===== config.mk =====
export PLATFORM = sky130hd
export DESIGN_NAME = dcq_sat
export DESIGN_NICKNAME = d
export VERILOG_FILES = /design/src/sv/dcq_pkg.sv /design/src/sv/dcq_ram_unused_placeholder_removed.sv
export SDC_FILE = /design/constraint.sdc
export NUM_CORES = 1
export LEC_CHECK = 0
export BUFFER_PORTS_ARGS = -buffer_cell sky130_fd_sc_hd__buf_2
export CELL_PAD_IN_SITES_DETAIL_PLACEMENT = 0
export CELL_PAD_IN_SITES_GLOBAL_PLACEMENT = 1
export CORE_ASPECT_RATIO = 0.9
export CORE_MARGIN = 1.5
export CORE_UTILIZATION = 24
export DETAILED_ROUTE_END_ITERATION = 16
export PLACE_DENSITY_LB_ADDON = 0.1
export SKIP_LAST_GASP = 1
export SLEW_MARGIN = 5
export SYNTH_ARGS = -nofsm -noshare
export SYNTH_HDL_FRONTEND = slang
export SYNTH_SLANG_ARGS = --single-unit

===== constraint.sdc =====
create_clock -name vclk -period 3.6
set_input_delay 0.18 -clock vclk [all_inputs]
set_output_delay 0.18 -clock vclk [all_outputs]
set_load 0.005 [all_outputs]

===== src/sv/dcq_pkg.sv =====
`timescale 1ns / 1ps

package dcq_pkg;

  // Q1.14 fixed point
  localparam int FRAC_BITS = 14;
  localparam int DATA_W    = 16;
  localparam int ONE       = 1 << FRAC_BITS;

  // trace sum and element differences
  localparam int SUM_W  = DATA_W + 2;
  localparam int DIFF_W = DATA_W + 1;
  localparam int MAG_W  = DATA_W;

  // first root: (1 + trace) << (FRAC_BITS - 2), padded to an even width
  localparam int RAD1_W  = 30;
  localparam int ROOT1_W = RAD1_W / 2;

  // divider: rounded (|d| << FRAC_BITS) over 4 * wr
  localparam int NUM_W = MAG_W + FRAC_BITS + 1;
  localparam int DEN_W = ROOT1_W + 2;
  localparam int LANES = 3;

  // norm root: sum of four squares, padded to an even width
  localparam int SQ_W    = 2 * DATA_W - 3;
  localparam int RAD2_W  = 32;
  localparam int ROOT2_W = RAD2_W / 2;

  // configuration register indexes
  localparam logic CFG_TRACE_THR = 1'b0;
  localparam logic CFG_NORM_TOL  = 1'b1;
  localparam int   CFG_IDX_W     = 1;
  localparam int   THR_W         = 15;
  localparam int   TOL_W         = 14;

  typedef logic signed [DATA_W-1:0] elem_t;

endpackage


===== src/sv/dcq_ram_unused_placeholder_removed.sv =====
`timescale 1ns / 1ps

// Saturate a rounded quotient magnitude to one and apply its sign.
module dcq_sat import dcq_pkg::*; (
  input  logic             neg_i,
  input  logic [NUM_W-1:0] mag_i,
  output elem_t            val_o
);

  logic [DATA_W-1:0] lim;

  assign lim   = (mag_i > NUM_W'(ONE)) ? DATA_W'(ONE) : mag_i[DATA_W-1:0];
  assign val_o = neg_i ? -$signed(lim) : $signed(lim);

endmodule


==> results of run 1 <==
routing by layer:
| layer | track usage, % | routed length [um] |
|---|---|---|
| met1 | 19.8 | 798 |
| met2 | 27.9 | 813 |
| met3 | 0.987 | 90 |
| met4 | 0 | 0 |
| met5 | 0 | 0 |
worst max path at each step:
stage	end	slack, ns	from
2_1_floorplan	val_o[10]	0.57	mag_i[6]
3_3_place_gp	val_o[8]	0.46	mag_i[6]
3_5_place_dp	val_o[10]	0.41	mag_i[6]
4_1_cts	val_o[10]	0.40	mag_i[6]
5_1_grt	val_o[10]	0.24	mag_i[6]
6_report	val_o[10]	0.40	mag_i[6]
area by class of cell:
class                      instances  area (um^2)  share of cell area (%)
tap                               25         31.3                    4.17
inverter                           1         3.75                   0.500
timing repair buffer              49          248                    33.0
multi-input combinational         69          468                    62.3
cells in the mapped netlist:
master / count
and3_2: 1
o21a_1: 1
nor3_1: 1
nand2b_1: 2
a21o_1: 1
o31ai_4: 1
a21oi_1: 2
o31ai_1: 2
ha_1: 1
xnor2_1: 2
o211a_1: 1
nor2b_1: 1
o311ai_0: 1
a31oi_1: 4
o41ai_1: 1
nor3b_1: 2
nor2_1: 8
buf_2: 2
nand3_1: 5
o41a_1: 1
a41oi_1: 2
clkbuf_1: 3
nand2_1: 6
o21ai_0: 4
inv_1: 1
xor2_1: 6
and4_1: 1
a21o_2: 1
and2_2: 1
o2bb2ai_1: 1
o211ai_1: 1
nor4_1: 5
or4_4: 1
or4_1: 1
nand3b_1: 1
report_power, final:
part	internal, mW	switching (mW)	total (mW)
clock network	0	0	0
registers	0	0	0
logic	0.0235	0.0244	0.0478
through the flow:
stage	instances	util (%)
after floorplan	75	-
after global placement	144	38.8
after detailed placement	144	38.8
after CTS	144	38.8
after global routing	144	38.8
final	144	38.8
kinds of logic after synthesis:
logic type	share of synthesized area (%)
buffers and inverters	5.08
AOI/OAI and AO/OA	38.1
xor gates and xnor gates	14.2
and+or+nand+nor	40.1
adders and majority gates	2.54
==> flow_metrics.tcl, run 1 <==
set metrics [dict create \
    whs_path_depth 3 \
    syn2layout_area_growth_pct 52.3 \
    coreArea_um2 1930 \
    drv_cap 0 \
    worst_slack_ns 0.397 \
    period_needed_ns 3.20 \
    worstSetupPathDepth 12 \
    die_area_um2 2340 \
    design.seq.count 0 \
    vdd_drop_max_mv 0.0368 \
    cts_hold_buf 0 \
    slowest_delay_ns 0.57 \
    report.final.slew_viol_count 0 \
    diodes 0 \
    clock_buffers 0 \
    avgSynthCellArea_um2 6.57 \
    layout_common_cells "buf_2 (48), nor2_1 (8), nand2_1 (6), xor2_1 (6)" \
    drtIter0Drc 7 \
    grt_pass1_vias 626 \
    cpLargestDelayFamily "simple AND/OR/NAND/NOR gates" \
    cp.arrival_ns 3.02 \
    yosys_warnings 0 \
    grtUsageTotal_pct 14.8 \
    grt_max_degree 21 \
    hpwl_um 1380 \
    hold_violations 0 \
    criticalPathCategory "input pin to output port" \
    n_fill_cell 235 \
    yosys.area.top_type "xor2_1" \
    chipHeight_um 46.0 \
    row_count 15 \
    period_share_pct 89.0 \
    report.power.total_mw 0.0478 \
    holdWs_ns 0.654 \
    cp.required_ns 3.42 \
    placed_area_um2 751 \
    design_area_um2 751 \
    ys_types 35 \
    startpoint_type "input pin" \
    ant_nets 0 \
    holdPathEnd "val_o[12]" \
    drive_above_1_share_pct 45.4 \
    worstMarginPinSlew_ns 0.398 \
    io_pins 48 \
    synthesis.nets 108 \
    synth_top_cell_area_share_pct 10.7 \
    crit_path_end_kind "output port" \
    final_nets 154 \
    drc_errors 0 \
    synth_area_leaders "xor2_1 (11%), nor4_1 (6.3%), nor2_1 (6.1%)" \
    dr.pass1.iters 3 \
    avgViaCountPerCell 5.22 \
    wl_um 1700 \
    status "completed" \
    hp-class "input pin to output port" \
    cts_resized 0 \
    regArea_um2 0 \
    fmax_mhz 312 \
    slew_headroom_pct 73.5 \
    yosysSeqAreaShare_pct 0 \
    min-delay-start "mag_i[12]" \
    die_w_um 50.8 \
    place_congestion 0.710 \
    initial_core_util_pct 25.5 \
    place_ws_ns 0.406 \
    cts_setup_buffers 0 \
    setup_viol 0 \
    io_buffers 48 \
    final.setup.tns_ns 0 \
    rsz0062_at_grt "no" \
    grt_pass1_wl_um 2750 \
    path_cells "buf_2, or4_4, or4_1, o31ai_4, and3_2, inv_1, ha_1, nor2b_1, a21o_1, a41oi_1, a31oi_1, buf_2" \
    overflow 0 \
    netlist_area_um2 493 \
    power_density_nw_per_um2 63.7 \
    leakagePower_nw 0.362 \
    wl_per_cell_um 11.8 \
    crit_fanout 9 \
    cp_slowest_cell "or4_4" \
    crit_buf_inv 3 \
    path_common_cell "buf_2" \
    syn_inst 75 \
    vias 751 \
    final_common_cell "buf_2" \
    antenna_found_initial 0 \
]
No activity file was read; power rests on OpenSTA's default activity.
==> run 2: changes to the inputs <==
--- a/config.mk
+++ b/config.mk
@@ -8,8 +8,8 @@
 export BUFFER_PORTS_ARGS = -buffer_cell sky130_fd_sc_hd__buf_2
 export CELL_PAD_IN_SITES_DETAIL_PLACEMENT = 0
-export CELL_PAD_IN_SITES_GLOBAL_PLACEMENT = 1
+export CELL_PAD_IN_SITES_GLOBAL_PLACEMENT = 2
 export CORE_ASPECT_RATIO = 0.9
 export CORE_MARGIN = 1.5
-export CORE_UTILIZATION = 24
+export CORE_UTILIZATION = 17
 export DETAILED_ROUTE_END_ITERATION = 16
 export PLACE_DENSITY_LB_ADDON = 0.1
==> constraint.sdc (replaced) <==
create_clock -name vclk -period 3.6
set_input_delay 0 -clock vclk [all_inputs]
set_output_delay 0 -clock vclk [all_outputs]
set_load 0.005 [all_outputs]
==> run 2 against run 1 <==
Count of clock-buffer cells in the layout did not move. Critical endpoint unchanged. Largest power group unchanged. Die area is 38% higher. Flip-flop and latch count did not move. Total power decreased by 0.35%. Worst hold slack worse by 0.34 ns. Routed wire length grew 4.4%. Global-route usage is 3.4 points lower. Final cell count up 10%. Non-clock buffer count stayed put.
==> flow_metrics.tcl, run 2 (same netlist as run 1, synthesis figures left out) <==
set metrics [dict create \
    place_congestion 0.752 \
    design.seq.count 0 \
    ant_nets 0 \
    design_area_um2 769 \
    antenna_found_initial 0 \
    cts_setup_buffers 0 \
    crit_fanout 9 \
    vdd_drop_max_mv 0.0240 \
    hold_violations 0 \
    overflow 0 \
    die_area_um2 3230 \
    final.setup.tns_ns 0 \
    report.final.slew_viol_count 0 \
    multi_input_area_um2 468 \
    slew_headroom_pct 73.7 \
    drc_errors 0 \
    crit_path_end_kind "output port" \
    period_share_pct 79.5 \
    startpoint_type "input pin" \
    grt_max_degree 21 \
    final_common_cell "buf_2" \
    whs_path_depth 3 \
    wl_per_cell_um 11.2 \
    row_count 18 \
    grt_pass1_vias 689 \
    io_buffers 48 \
    cp.required_ns 3.60 \
    criticalPathCategory "input pin to output port" \
    cts_hold_buf 0 \
    grt_pass1_wl_um 2970 \
    drv_cap 0 \
    placed_area_um2 769 \
    clock_buffers 0 \
    layout_common_cells "buf_2 (48), nor2_1 (8), nand2_1 (6), xor2_1 (6)" \
    dp_cells 159 \
    min-delay-start "mag_i[12]" \
    dr.pass1.iters 2 \
    rsz0062_at_grt "no" \
    vias 711 \
    drtIter0Drc 13 \
    power_density_nw_per_um2 61.9 \
    setup_viol 0 \
    die_w_um 59.8 \
    fmax_mhz 349 \
    regArea_um2 0 \
    avgViaCountPerCell 4.47 \
    holdPathEnd "val_o[12]" \
    wl_um 1780 \
    n_fill_cell 339 \
    leakagePower_nw 0.362 \
    chipHeight_um 54.1 \
    hpwl_um 1460 \
    holdWs_ns 0.313 \
    period_needed_ns 2.86 \
    drive_above_1_share_pct 45.4 \
    cts_resized 0 \
    cp.arrival_ns 2.86 \
    worstMarginPinSlew_ns 0.391 \
    diodes 0 \
    initial_core_util_pct 17.9 \
    syn2layout_area_growth_pct 56.1 \
    grtUsageTotal_pct 11.4 \
    report.power.total_mw 0.0477 \
    hp-class "input pin to output port" \
    coreArea_um2 2750 \
    final_nets 154 \
    final_cells 159 \
    status "completed" \
    io_pins 48 \
]
[run 2: cell counts in the layout (fill, tap and decap cells not counted)]
No cell type changed its count.
[run 2: per-layer routing]
metal	GRT usage (%)	routed length, um
met4	0	0
met2	21.7	853
met1	14.7	817
met5	0	0
met3	0.962	105
[run 2: critical path, cell delays in order]
cell	delay, ns
buf_2	0.13
or4_4	0.57
or4_1	0.54
o31ai_4	0.25
and3_2	0.22
inv_1	0.04
ha_1	0.21
nor2b_1	0.22
a21o_1	0.29
a41oi_1	0.09
a31oi_1	0.17
buf_2	0.13
[run 2: cell type report]
type	count	area share (%)
multi-input combinational	69	60.8
timing repair buffer	49	32.2
tap	40	6.50
inverter	1	0.488
[run 2: how the worst max path moves through the flow]
stage | startpoint | cells after the start | slack [ns] | endpoint
2_1_floorplan | mag_i[6] | 12 | 0.93 | val_o[10]
3_3_place_gp | mag_i[6] | 12 | 0.76 | val_o[10]
3_5_place_dp | mag_i[6] | 12 | 0.73 | val_o[10]
4_1_cts | mag_i[6] | 12 | 0.71 | val_o[10]
5_1_grt | mag_i[6] | 12 | 0.47 | val_o[10]
6_report | mag_i[6] | 12 | 0.74 | val_o[10]
[run 2: power by group]
group	leakage, nW	total, mW	internal (mW)	switching (mW)
Clock	0	0	0	0
Combinational	0.362	0.0477	0.0234	0.0242
Sequential	0	0	0	0
[run 2: metrics by stage]
stage               utilization [%]  setup slack (ns)
global route                   28.0             0.467
global placement               28.0             0.759
detailed placement             28.0             0.727
CTS                            28.0             0.715
finish                         28.0             0.737
floorplan                         -             0.932
