## src/sv/dcq_pkg.sv

```systemverilog
`timescale 1ns / 1ps

package dcq_pkg;

  // Q1.14 fixed point
  localparam int FRAC_BITS = 14;
  localparam int DATA_W    = 16;
  localparam int ONE       = 1 << FRAC_BITS;

  // trace sum and element differences
  localparam int SUM_W  = DATA_W + 2;
  localparam int DIFF_W = DATA_W + 1;
  localparam int MAG_W  = DATA_W;

  // first root: (1 + trace) << (FRAC_BITS - 2), padded to an even width
  localparam int RAD1_W  = 30;
  localparam int ROOT1_W = RAD1_W / 2;

  // divider: rounded (|d| << FRAC_BITS) over 4 * wr
  localparam int NUM_W = MAG_W + FRAC_BITS + 1;
  localparam int DEN_W = ROOT1_W + 2;
  localparam int LANES = 3;

  // norm root: sum of four squares, padded to an even width
  localparam int SQ_W    = 2 * DATA_W - 3;
  localparam int RAD2_W  = 32;
  localparam int ROOT2_W = RAD2_W / 2;

  // configuration register indexes
  localparam logic CFG_TRACE_THR = 1'b0;
  localparam logic CFG_NORM_TOL  = 1'b1;
  localparam int   CFG_IDX_W     = 1;
  localparam int   THR_W         = 15;
  localparam int   TOL_W         = 14;

  typedef logic signed [DATA_W-1:0] elem_t;

endpackage

```

## src/sv/dcq_isqrt.sv

```systemverilog
`timescale 1ns / 1ps

// Pipelined integer square root, one root bit per stage, with side payload.
module dcq_isqrt import dcq_pkg::*; #(
  parameter int RAD_W  = RAD1_W,
  parameter int SIDE_W = 1
) (
  input  logic                 clk_i,
  input  logic                 rst_ni,
  input  logic                 en_i,
  input  logic                 vld_i,
  input  logic [RAD_W-1:0]     rad_i,
  input  logic [SIDE_W-1:0]    side_i,
  output logic                 vld_o,
  output logic [RAD_W/2-1:0]   root_o,
  output logic [SIDE_W-1:0]    side_o
);

  localparam int N     = RAD_W / 2;
  localparam int REM_W = N + 2;

  logic [N:0]        vld;
  logic [RAD_W-1:0]  rad  [N+1];
  logic [REM_W-1:0]  rem  [N+1];
  logic [N-1:0]      root [N+1];
  logic [SIDE_W-1:0] side [N+1];

  assign vld[0]  = vld_i;
  assign rad[0]  = rad_i;
  assign rem[0]  = '0;
  assign root[0] = '0;
  assign side[0] = side_i;

  for (genvar k = 0; k < N; k++) begin : g_stage
    logic [REM_W-1:0] cur, trial;
    logic             ge;

    // bring down two radicand bits, try root*4+1
    assign cur   = {rem[k][REM_W-3:0], rad[k][RAD_W-1 -: 2]};
    assign trial = {root[k], 2'b01};
    assign ge    = cur >= trial;

    always_ff @(posedge clk_i or negedge rst_ni) begin
      if (!rst_ni) begin
        vld[k+1] <= 1'b0;
      end else if (en_i) begin
        vld[k+1] <= vld[k];
      end
    end

    always_ff @(posedge clk_i) begin
      if (en_i) begin
        rad[k+1]  <= rad[k] << 2;
        rem[k+1]  <= ge ? cur - trial : cur;
        root[k+1] <= {root[k][N-2:0], ge};
        side[k+1] <= side[k];
      end
    end
  end

  assign vld_o  = vld[N];
  assign root_o = root[N];
  assign side_o = side[N];

endmodule

```

## config.mk

```make
export PLATFORM = sky130hd
export DESIGN_NAME = dcq_isqrt
export DESIGN_NICKNAME = d
export VERILOG_FILES = /design/src/sv/dcq_pkg.sv /design/src/sv/dcq_isqrt.sv
export SDC_FILE = /design/constraint.sdc
export NUM_CORES = 1
export LEC_CHECK = 0
export ABC_AREA = 1
export BUFFER_PORTS_ARGS = -buffer_cell sky130_fd_sc_hd__buf_2
export CORE_ASPECT_RATIO = 0.75
export CORE_MARGIN = 4
export CORE_UTILIZATION = 55
export CTS_BUF_LIST = sky130_fd_sc_hd__clkbuf_2
export CTS_CLUSTER_DIAMETER = 120
export DETAILED_ROUTE_END_ITERATION = 16
export PLACE_DENSITY = 0.82
export SYNTH_ARGS = -nofsm -noshare
export SYNTH_HDL_FRONTEND = slang
export SYNTH_SLANG_ARGS = --single-unit
```

## constraint.sdc

```tcl
create_clock -name clk_i -period 2.59 [get_ports clk_i]
set_input_delay 0.259 -clock clk_i [delete_from_list [all_inputs] [get_ports clk_i]]
set_output_delay 0.259 -clock clk_i [all_outputs]
set_load 0.05 [all_outputs]
```

==> qor.yml, run 1 <==
place:
  dp_hpwl_um: 44300
  place_congestion: 0.938
  port_buffers: 51
die:
  ios: 52
  dieArea_mm2: 0.0544
  rows: 71
  die_x_um: 268
  initial_utilization: 0.556
  core_mm2: 0.0502
  die_y_um: 203
detailed_routing:
  vias_per_cell: 5.27
  ant_nets: 0
  first_iter_violations: 2145
  wirelength_um: 61500
  drc_errors: 0
  wl_per_cell_um: 15.7
  dr.pass1.iters: 5
  vias: 20594
final_layout:
  fin_nets: 3317
  syn_to_final_growth_pct: 11.8
  drive_above_1_share: 0.109
worst_setup_path:
  worst_setup_path_start_kind: "register"
  crit_type: "register to register"
  crit_fanout: 10
  required_ns: 3.42
  arrival_ns: 3.24
  worst_setup_path_end_kind: "register"
logic_synthesis:
  yosys.area.top_type: "edfxtp_1"
  ys_types: 45
  yosysTopAreaCellShare: 0.581
  seq_area_frac_synth: 0.595
  synth_nets: 3045
  syn_avg_cell_area_um2: 9.70
  syn_inst: 2876
  yosysWarnings: 0
  syn_area_mm2: 0.0279
  synth-seq-cells: 555
  synth.area.top_cells: "edfxtp_1 58%, nand2_1 12%, inv_1 6.6%, ha_1 6.0%, nand3_1 4.1%"
timing:
  finalHoldViolations: 0
  setup_tns_ns: 0
  max_freq_ghz: 0.414
  finalClockSkew_ns: 0.0908
  report.final.slew_viol_count: 0
  setup_viol: 0
  fin_crit_sh: 0.933
  finalCriticalPeriod_ns: 2.42
  slew_headroom: 0.533
  tightest_slew_ns: 0.700
grt:
  antenna_found_initial: 5
  grt_use_total: 0.232
  grt_pass1_vias: 19829
  grt_max_degree: 94
  grt_pass1_wl_um: 100000
  grt-ovfl-total: 0
cts:
  cts_tree: "done"
  clkLatencyLatePin_ns: 1.17
  cts_root_buffer: "clkbuf_2"
  clkSlewWorstSetupHoldPaths_ns: 0.12
  clock_sinks: 555
  cts-htree-levels: 4
  cts_buffers: 136
  cts.path.max_buffers: 3
power:
  peakVddDrop_mv: 0.442
  p_leak_nw: 14.6
  power_density_mw_per_mm2: 705
  report.power.total_w: 0.0220
hold_path:
  min_path_type: "input pin to async pin"
run_status:
  status: "finished clean"
job:
  drv_cap: 0
==> synth_stat cells, drive strengths merged <==
cell    instances
a211oi          1
a21boi          1
a21o            3
a21oi         102
and2            7
and3            2
buf            24
clkbuf          4
conb            1
dfrtp          15
edfxtp        540
ha            134
inv           494
mux2            1
nand2         882
nand3         230
nand3b          9
nand4          45
nor2          195
nor3           27
nor3b           1
nor4            3
o211ai          1
o21a            3
o21ai          68
o21bai          7
or2             9
xnor2          24
xor2           43
==> worst max-delay path, stage by stage, from the launching register on <==
cell,delay (ns)
edfxtp_1,0.50
inv_1,0.08
ha_1,0.40
nand2_1,0.12
nor2_1,0.17
nand4_1,0.11
nand2_1,0.14
nor2_4,0.09
o21ai_0,0.48
==> cell type report <==
| type | count | area (um^2) |
|---|---|---|
| clock inverters | 41 | 270 |
| well taps | 657 | 822 |
| repair buffers | 162 | 1410 |
| flip-flops and latches | 555 | 16600 |
| multi-input cells | 1799 | 9260 |
| fillers | 4000 | 19000 |
| clock buffers | 196 | 981 |
| inverters | 494 | 1860 |
| diodes | 2 | 5.00 |
==> per-layer routing <==
layer / GRT usage / routed length [um]
met3: 0.0548 / 5340
met2: 0.330 / 25700
met5: 0 / 27
met1: 0.357 / 29200
met4: 0.0664 / 1120
==> state kept, by name (all words and copies together), names as in the netlist <==
name	flops
g_stage.trial	105
side	14
side_o	1
vld_o	1
g_stage.cur	223
vld	14
rad	182
root_o	15
==> path summary, 6_finish.rpt <==
kind	start	to	slack [ns]	cells past startpoint
hold reg to reg	rad[373]	rad[345]	0.35	0
min in group clk_i	rad_i[7]	rad[429]	0.32	3
setup reg to reg	g_stage[6].trial[7]	g_stage[7].cur[8]	0.17	8
hold / removal	rst_ni	vld[8]	0.19	3
max in group asynchronous	rst_ni	vld_o	1.95	3
setup / recovery	g_stage[6].trial[7]	g_stage[7].cur[8]	0.17	8
==> power by group <==
| part | total (W) | internal [W] | switching, W |
|---|---|---|---|
| registers | 0.0116 | 0.0110 | 0.000564 |
| clock network | 0.00582 | 0.00228 | 0.00354 |
| logic | 0.00460 | 0.00159 | 0.00300 |
==> logic make-up after synthesis <==
family,synth area share
and+or+nand+nor,0.214
xor gates and xnor gates,0.0210
DFF,0.595
other,0.000134
muxes,0.000404
adders and majority gates,0.0601
AOI/OAI and AO/OA,0.0353
buffers and inverters,0.0739
==> placed cells by master (no fill, tap or decap), drive strengths merged, types with 15 or more instances in the layout <==
cell type	instances
clkbuf	196
a21oi	102
nor3	27
xnor2	24
buf	89
nand4	45
edfxtp	540
nand2	882
dlygate4sd3	73
clkinv	32
ha	134
dfrtp	15
nor2	195
inv	498
nand3	230
o21ai	68
xor2	43
==> through the flow <==
| stage | util | std cells | hold WS, ns | setup WS [ns] | area [um^2] |
|---|---|---|---|---|---|
| finish | 0.621 | 3906 | 0.187 | 0.174 | 31200 |
| CTS | 0.621 | 3902 | 0.0623 | 0.164 | 31200 |
| global route | 0.621 | 3906 | 0.0823 | -0.00240 | 31200 |
| global placement | 0.581 | 3592 | 0.164 | 0.246 | 29200 |
| floorplan | - | 2876 | -0.0366 | 0.703 | 27900 |
| detailed placement | 0.581 | 3592 | 0.177 | 0.191 | 29200 |
==> timing repair <==
action,in CTS,in global routing
hold endpoints to repair,602,0
buffers inserted,0,2
resized for setup,0,4
endpoints found under the setup margin,0,12
hold buffers,73,0
Power figures use the tool's default switching activity.
==> inputs of run 2 (changes only) <==
--- a/config.mk
+++ b/config.mk
@@ -14,6 +14,7 @@
 export CTS_CLUSTER_DIAMETER = 120
 export DETAILED_ROUTE_END_ITERATION = 16
 export PLACE_DENSITY = 0.82
+export SKIP_LAST_GASP = 1
 export SYNTH_ARGS = -nofsm -noshare
 export SYNTH_HDL_FRONTEND = slang
 export SYNTH_SLANG_ARGS = --single-unit
==> constraint.sdc (replaced) <==
create_clock -name clk_i -period 2.5 [get_ports clk_i]
set_input_delay 0.25 -clock clk_i [delete_from_list [all_inputs] [get_ports clk_i]]
set_output_delay 0.25 -clock clk_i [all_outputs]
set_load 0.05 [all_outputs]
==> qor.yml, run 2 (synthesis results as in run 1) <==
run_status:
  status: "finished clean"
cts:
  cts-htree-levels: 4  # unchanged
  cts_tree: "done"
  clock_sinks: 555  # unchanged
  cts.path.max_buffers: 3  # unchanged
  cts_buffers: 134  # -1.5%
  clkSlewWorstSetupHoldPaths_ns: 0.12  # about the same
  clkLatencyLatePin_ns: 1.14  # -0.03 ns
  cts_root_buffer: "clkbuf_2"
die:
  ios: 52  # unchanged
  die_y_um: 203  # unchanged
  rows: 71  # unchanged
  dieArea_mm2: 0.0544  # unchanged
  initial_utilization: 0.556  # unchanged
  die_x_um: 268  # unchanged
  core_mm2: 0.0502  # unchanged
place:
  place_congestion: 0.954  # +1.7%
  port_buffers: 51  # unchanged
  dp_hpwl_um: 45500  # +2.8%
detailed_routing:
  drc_errors: 0  # unchanged
  vias_per_cell: 5.27  # -0.14%
  dr.pass1.iters: 6  # +1
  ant_nets: 0  # unchanged
  vias: 20523  # -0.34%
  wirelength_um: 63200  # +2.9%
  wl_per_cell_um: 16.2  # +3.1%
  first_iter_violations: 2199  # +2.5%
timing:
  finalCriticalPeriod_ns: 2.40  # -0.0142 ns
  max_freq_ghz: 0.416  # +0.59%
  fin_crit_sh: 0.961  # +0.0279
  finalClockSkew_ns: 0.0824  # -0.00837 ns
  report.final.slew_viol_count: 0  # unchanged
  slew_headroom: 0.536  # +0.00271
  finalHoldViolations: 0  # unchanged
  rsz0062_at_grt: "true"
  tightest_slew_ns: 0.694  # -0.00635 ns
  fin_hold_ws_ns: 0.205  # +0.0176 ns
  setup_viol: 0  # unchanged
worst_setup_path:
  endpoint: "g_stage[10].cur[3]"
  crit_chain: "ha_1, nand2_2, nor2_1, nand3_1, nand3_1, nand2_1, buf_4, nand3_1, nand2_1"
  arrival_ns: 3.29  # +0.05 ns
  worst_setup_path_start_kind: "register"
  required_ns: 3.39  # -0.03 ns
  rr_worst_depth: 9  # +1
  worst_setup_path_end_kind: "register"
  crit_fanout: 8  # -2
  max_stage_delay_ns: 0.45  # -0.05 ns
  r2r-end: "g_stage[10].cur[3]"
  cp_common_cell: "nand3_1"
  crit_start: "g_stage[9].cur[7]"
  cpMaxStageDelayCell: "edfxtp_1"
  worstReg2RegStart: "g_stage[9].cur[7]"
  r2r_slack_ns: 0.1  # -0.08 ns
  crit_type: "register to register"
final_layout:
  final_common_cell: "nand2_1"
  fill_cells: 4008  # +0.20%
  most-common-layout-cells: "866 x nand2_1, 540 x edfxtp_1, 490 x inv_1"
  syn_to_final_growth_pct: 11.9
  largest_reg_flops: 223  # unchanged
  drive_above_1_share: 0.108  # -0.00127
  fin_nets: 3318  # +0.030%
power:
  p_leak_nw: 14.6  # +0.13%
  power_density_mw_per_mm2: 737  # +4.6%
  peakVddDrop_mv: 0.484  # +9.5%
  report.power.total_w: 0.0230  # +4.7%
grt:
  antenna_found_initial: 3  # -2
  grt_use_total: 0.234  # +0.00205
  grt_pass1_wl_um: 101000  # +0.15%
  grt_max_degree: 97  # +3.2%
  grt-ovfl-total: 0  # unchanged
  grt_pass1_vias: 19592  # -1.2%
hold_path:
  min_path_type: "input pin to async pin"
job:
  drv_cap: 0  # unchanged
==> run 2: layer usage <==
metal | wire length (um) | up-vias | track usage
li1 | - | 10070 | -
met5 | 13 | - | 0
met4 | 955 | 2 | 0.0559
met3 | 6310 | 94 | 0.0661
met1 | 30500 | 9492 | 0.372
met2 | 25400 | 865 | 0.317
==> run 2: worst min path at each step <==
stage / startpoint / end / slack [ns] / cells after the start
floorplan: rst_ni / vld[10] / -0.05 / 0
global placement: rst_ni / vld_o / 0.16 / 1
detailed placement: rst_ni / vld_o / 0.16 / 1
CTS: rst_ni / vld[3] / 0.05 / 3
global route: rst_ni / vld[2] / 0.08 / 3
finish: rst_ni / vld[12] / 0.20 / 3
==> run 2: what timing repair did <==
| action | in CTS | in global routing |
|---|---|---|
| pin swaps | 0 | 1 |
| hold endpoints to repair | 602 | 0 |
| setup endpoints to repair | 1 | 23 |
| hold buffers | 72 | 0 |
| resized for setup | 1 | 5 |
| cloned | 0 | 0 |
| buffers inserted | 0 | 6 |
==> run 2: layout make-up <==
class | instances | area, um^2 | area share
clock inverter | 41 | 328 | 0.0105
clock buffer | 185 | 926 | 0.0297
tap | 657 | 822 | 0.0263
multi-input combinational | 1799 | 9280 | 0.297
inverter | 494 | 1850 | 0.0594
sequential | 555 | 16600 | 0.531
timing repair buffer | 165 | 1420 | 0.0456
antenna | 2 | 5.00 | 0.000160
==> run 2: critical path: cells and delay by family (launching register included) <==
family                   cells  cell delay [ns]
AND/OR/NAND/NOR              7             1.04
flip-flops                   1             0.45
adder cells (fa/ha/maj)      1             0.43
buffers and inverters        1             0.24
==> run 2: report_power, final <==
group	leakage [nW]	internal (W)	switching [W]	total, W
clock	0.924	0.00254	0.00364	0.00618
combinational	8.30	0.00167	0.00320	0.00487
sequential	5.37	0.0114	0.000557	0.0120
total	14.6	0.0156	0.00740	0.0230
==> run 2: per-stage QoR <==
stage               TNS, ns  utilization  worst slack, ns  cell area [um^2]  cells
finish                    0        0.622           0.0980             31200   3898
global route        -0.0107        0.622         -0.00610             31200   3898
CTS                       0        0.621           0.0878             31100   3890
detailed placement        0        0.581           0.0491             29200   3592
global placement          0        0.581            0.193             29200   3592
floorplan                 0            -            0.613             27900   2876
==> inputs of run 3 (changes only) <==
--- a/config.mk
+++ b/config.mk
@@ -6,7 +6,7 @@
 export NUM_CORES = 1
 export LEC_CHECK = 0
 export ABC_AREA = 1
-export BUFFER_PORTS_ARGS = -buffer_cell sky130_fd_sc_hd__buf_2
+export BUFFER_PORTS_ARGS = -buffer_cell sky130_fd_sc_hd__buf_4
 export CORE_ASPECT_RATIO = 0.75
 export CORE_MARGIN = 4
 export CORE_UTILIZATION = 55
@@ -14,7 +14,6 @@
 export CTS_CLUSTER_DIAMETER = 120
 export DETAILED_ROUTE_END_ITERATION = 16
 export PLACE_DENSITY = 0.82
-export SKIP_LAST_GASP = 1
 export SYNTH_ARGS = -nofsm -noshare
 export SYNTH_HDL_FRONTEND = slang
 export SYNTH_SLANG_ARGS = --single-unit
==> qor.yml, run 3 (synthesis results as in run 1) <==
timing:
  max_freq_ghz: 0.420  # +0.89%
  slew_headroom: 0.520  # -0.0158
  finalHoldViolations: 0  # unchanged
  fin_crit_sh: 0.952  # -0.00846
  finalCriticalPeriod_ns: 2.38  # -0.0212 ns
  setup_viol: 0  # unchanged
  report.final.slew_viol_count: 0  # unchanged
  tightest_slew_ns: 0.717  # +0.0236 ns
  finalClockSkew_ns: 0.0934  # +0.0110 ns
detailed_routing:
  dr.pass1.iters: 7  # +1
  first_iter_violations: 2018  # -8.2%
  vias: 20607  # +0.41%
  drc_errors: 0  # unchanged
  vias_per_cell: 5.26  # about the same
  wl_per_cell_um: 15.9  # -2.0%
  wirelength_um: 62200  # -1.6%
  ant_nets: 0  # unchanged
power:
  peakVddDrop_mv: 0.471  # -2.8%
  report.power.total_w: 0.0229  # -0.73%
  p_leak_nw: 14.6  # +0.35%
  power_density_mw_per_mm2: 728  # -1.2%
worst_setup_path:
  crit_chain: "ha_1, inv_1, nor2_1, inv_1, nor2_1, nor2_1, nand3_1, nor2_4, inv_1, nand2_1, nand2_1"
  worst_setup_path_end_kind: "register"
  max_stage_delay_ns: 0.43  # -0.02 ns
  crit_fanout: 16  # +8
  cpMaxStageDelayCell: "edfxtp_1"
  required_ns: 3.36  # -0.03 ns
  arrival_ns: 3.24  # -0.05 ns
  crit_type: "register to register"
  worst_setup_path_start_kind: "register"
cts:
  cts-htree-levels: 4  # unchanged
  clkSlewWorstSetupHoldPaths_ns: 0.12  # about the same
  clock_sinks: 555  # unchanged
  cts_buffers: 138  # +3.0%
  cts_root_buffer: "clkbuf_2"
  cts_tree: "done"
  clkLatencyLatePin_ns: 1.18  # +0.04 ns
  cts.path.max_buffers: 3  # unchanged
die:
  ios: 52  # unchanged
  dieArea_mm2: 0.0544  # unchanged
  die_x_um: 268  # unchanged
  core_mm2: 0.0502  # unchanged
  rows: 71  # unchanged
  die_y_um: 203  # unchanged
  initial_utilization: 0.556  # unchanged
final_layout:
  fin_nets: 3325  # +0.21%
  final_common_cell: "nand2_1"
  most-common-layout-cells: "866 x nand2_1, 540 x edfxtp_1, 489 x inv_1"
  syn_to_final_growth_pct: 12.4
  finish.utilization: 0.625  # +0.00292
  drive_above_1_share: 0.111  # +0.00295
  largest_reg_flops: 223  # unchanged
job:
  drv_cap: 0  # unchanged
hold_path:
  min_path_type: "input pin to async pin"
place:
  place_congestion: 0.927  # -2.8%
  port_buffers: 51  # unchanged
  dp_hpwl_um: 44300  # -2.8%
grt:
  grt_pass1_vias: 19694  # +0.52%
  grt_use_total: 0.231  # -0.00310
  grt_pass1_wl_um: 100000  # -0.37%
  grt-ovfl-total: 0  # unchanged
  grt_max_degree: 86  # -11%
  antenna_found_initial: 2  # -1
run_status:
  status: "finished clean"
run 3: report_power, final:
part / leakage (nW) / total [W] / internal, W / switching, W
Combinational: 8.34 / 0.00484 / 0.00170 / 0.00314
Sequential: 5.37 / 0.0120 / 0.0114 / 0.000589
Clock: 0.933 / 0.00602 / 0.00241 / 0.00360
run 3: final timing paths:
check / cells past startpoint / slack, ns / to / from
max: 11 / 0.12 / g_stage[5].cur[2] / g_stage[4].cur[5]
min: 3 / 0.19 / vld[10] / rst_ni
max reg2reg: 11 / 0.12 / g_stage[5].cur[2] / g_stage[4].cur[5]
min reg2reg: 0 / 0.40 / side[7] / side[8]
max in group asynchronous: 3 / 1.80 / vld[5] / rst_ni
min in group clk_i: 3 / 0.34 / rad[440] / rad_i[18]
run 3: cell type report:
class / count / area, um^2
Fill cell: 4063 / 18800
Sequential cell: 555 / 16600
Multi-Input combinational cell: 1799 / 9300
Inverter: 494 / 1860
Timing Repair Buffer: 168 / 1560
Clock buffer: 195 / 976
Tap cell: 657 / 822
Clock inverter: 41 / 258
Antenna cell: 5 / 12.5
run 3: repair_timing:
action,CTS,global route
buffers inserted,0,3
endpoints found under the setup margin,0,36
hold buffers,70,1
hold endpoints to repair,602,2
gates resized for setup,0,8
run 3: layer usage:
layer,wire [um],global-route usage,vias up,part of all wire
met3,5640,0.0636,115,0.091
met5,0,0,-,0
met1,29200,0.347,9531,0.47
li1,-,-,10104,-
met4,1180,0.0685,0,0.019
met2,26200,0.329,857,0.42
run 3: through the flow:
stage                     setup TNS, ns  cell area [um^2]  setup WS (ns)  instances  hold WS [ns]
after floorplan                       0             27900          0.613       2876       -0.0456
after global placement                0             29300          0.185       3599         0.111
after detailed placement              0             29300          0.107       3599         0.116
after CTS                             0             31300         0.0469       3905      0.000247
after global routing            -0.0259             31400        -0.0224       3914        0.0305
final                                 0             31400          0.119       3914         0.192
run 3: worst max-delay path: cells and delay by family, from the launching register on:
kind | cells | cell delay (ns)
AND/OR/NAND/NOR | 7 | 0.95
buffers and inverters | 3 | 0.38
flip-flops | 1 | 0.43
adder cells (fa/ha/maj) | 1 | 0.35
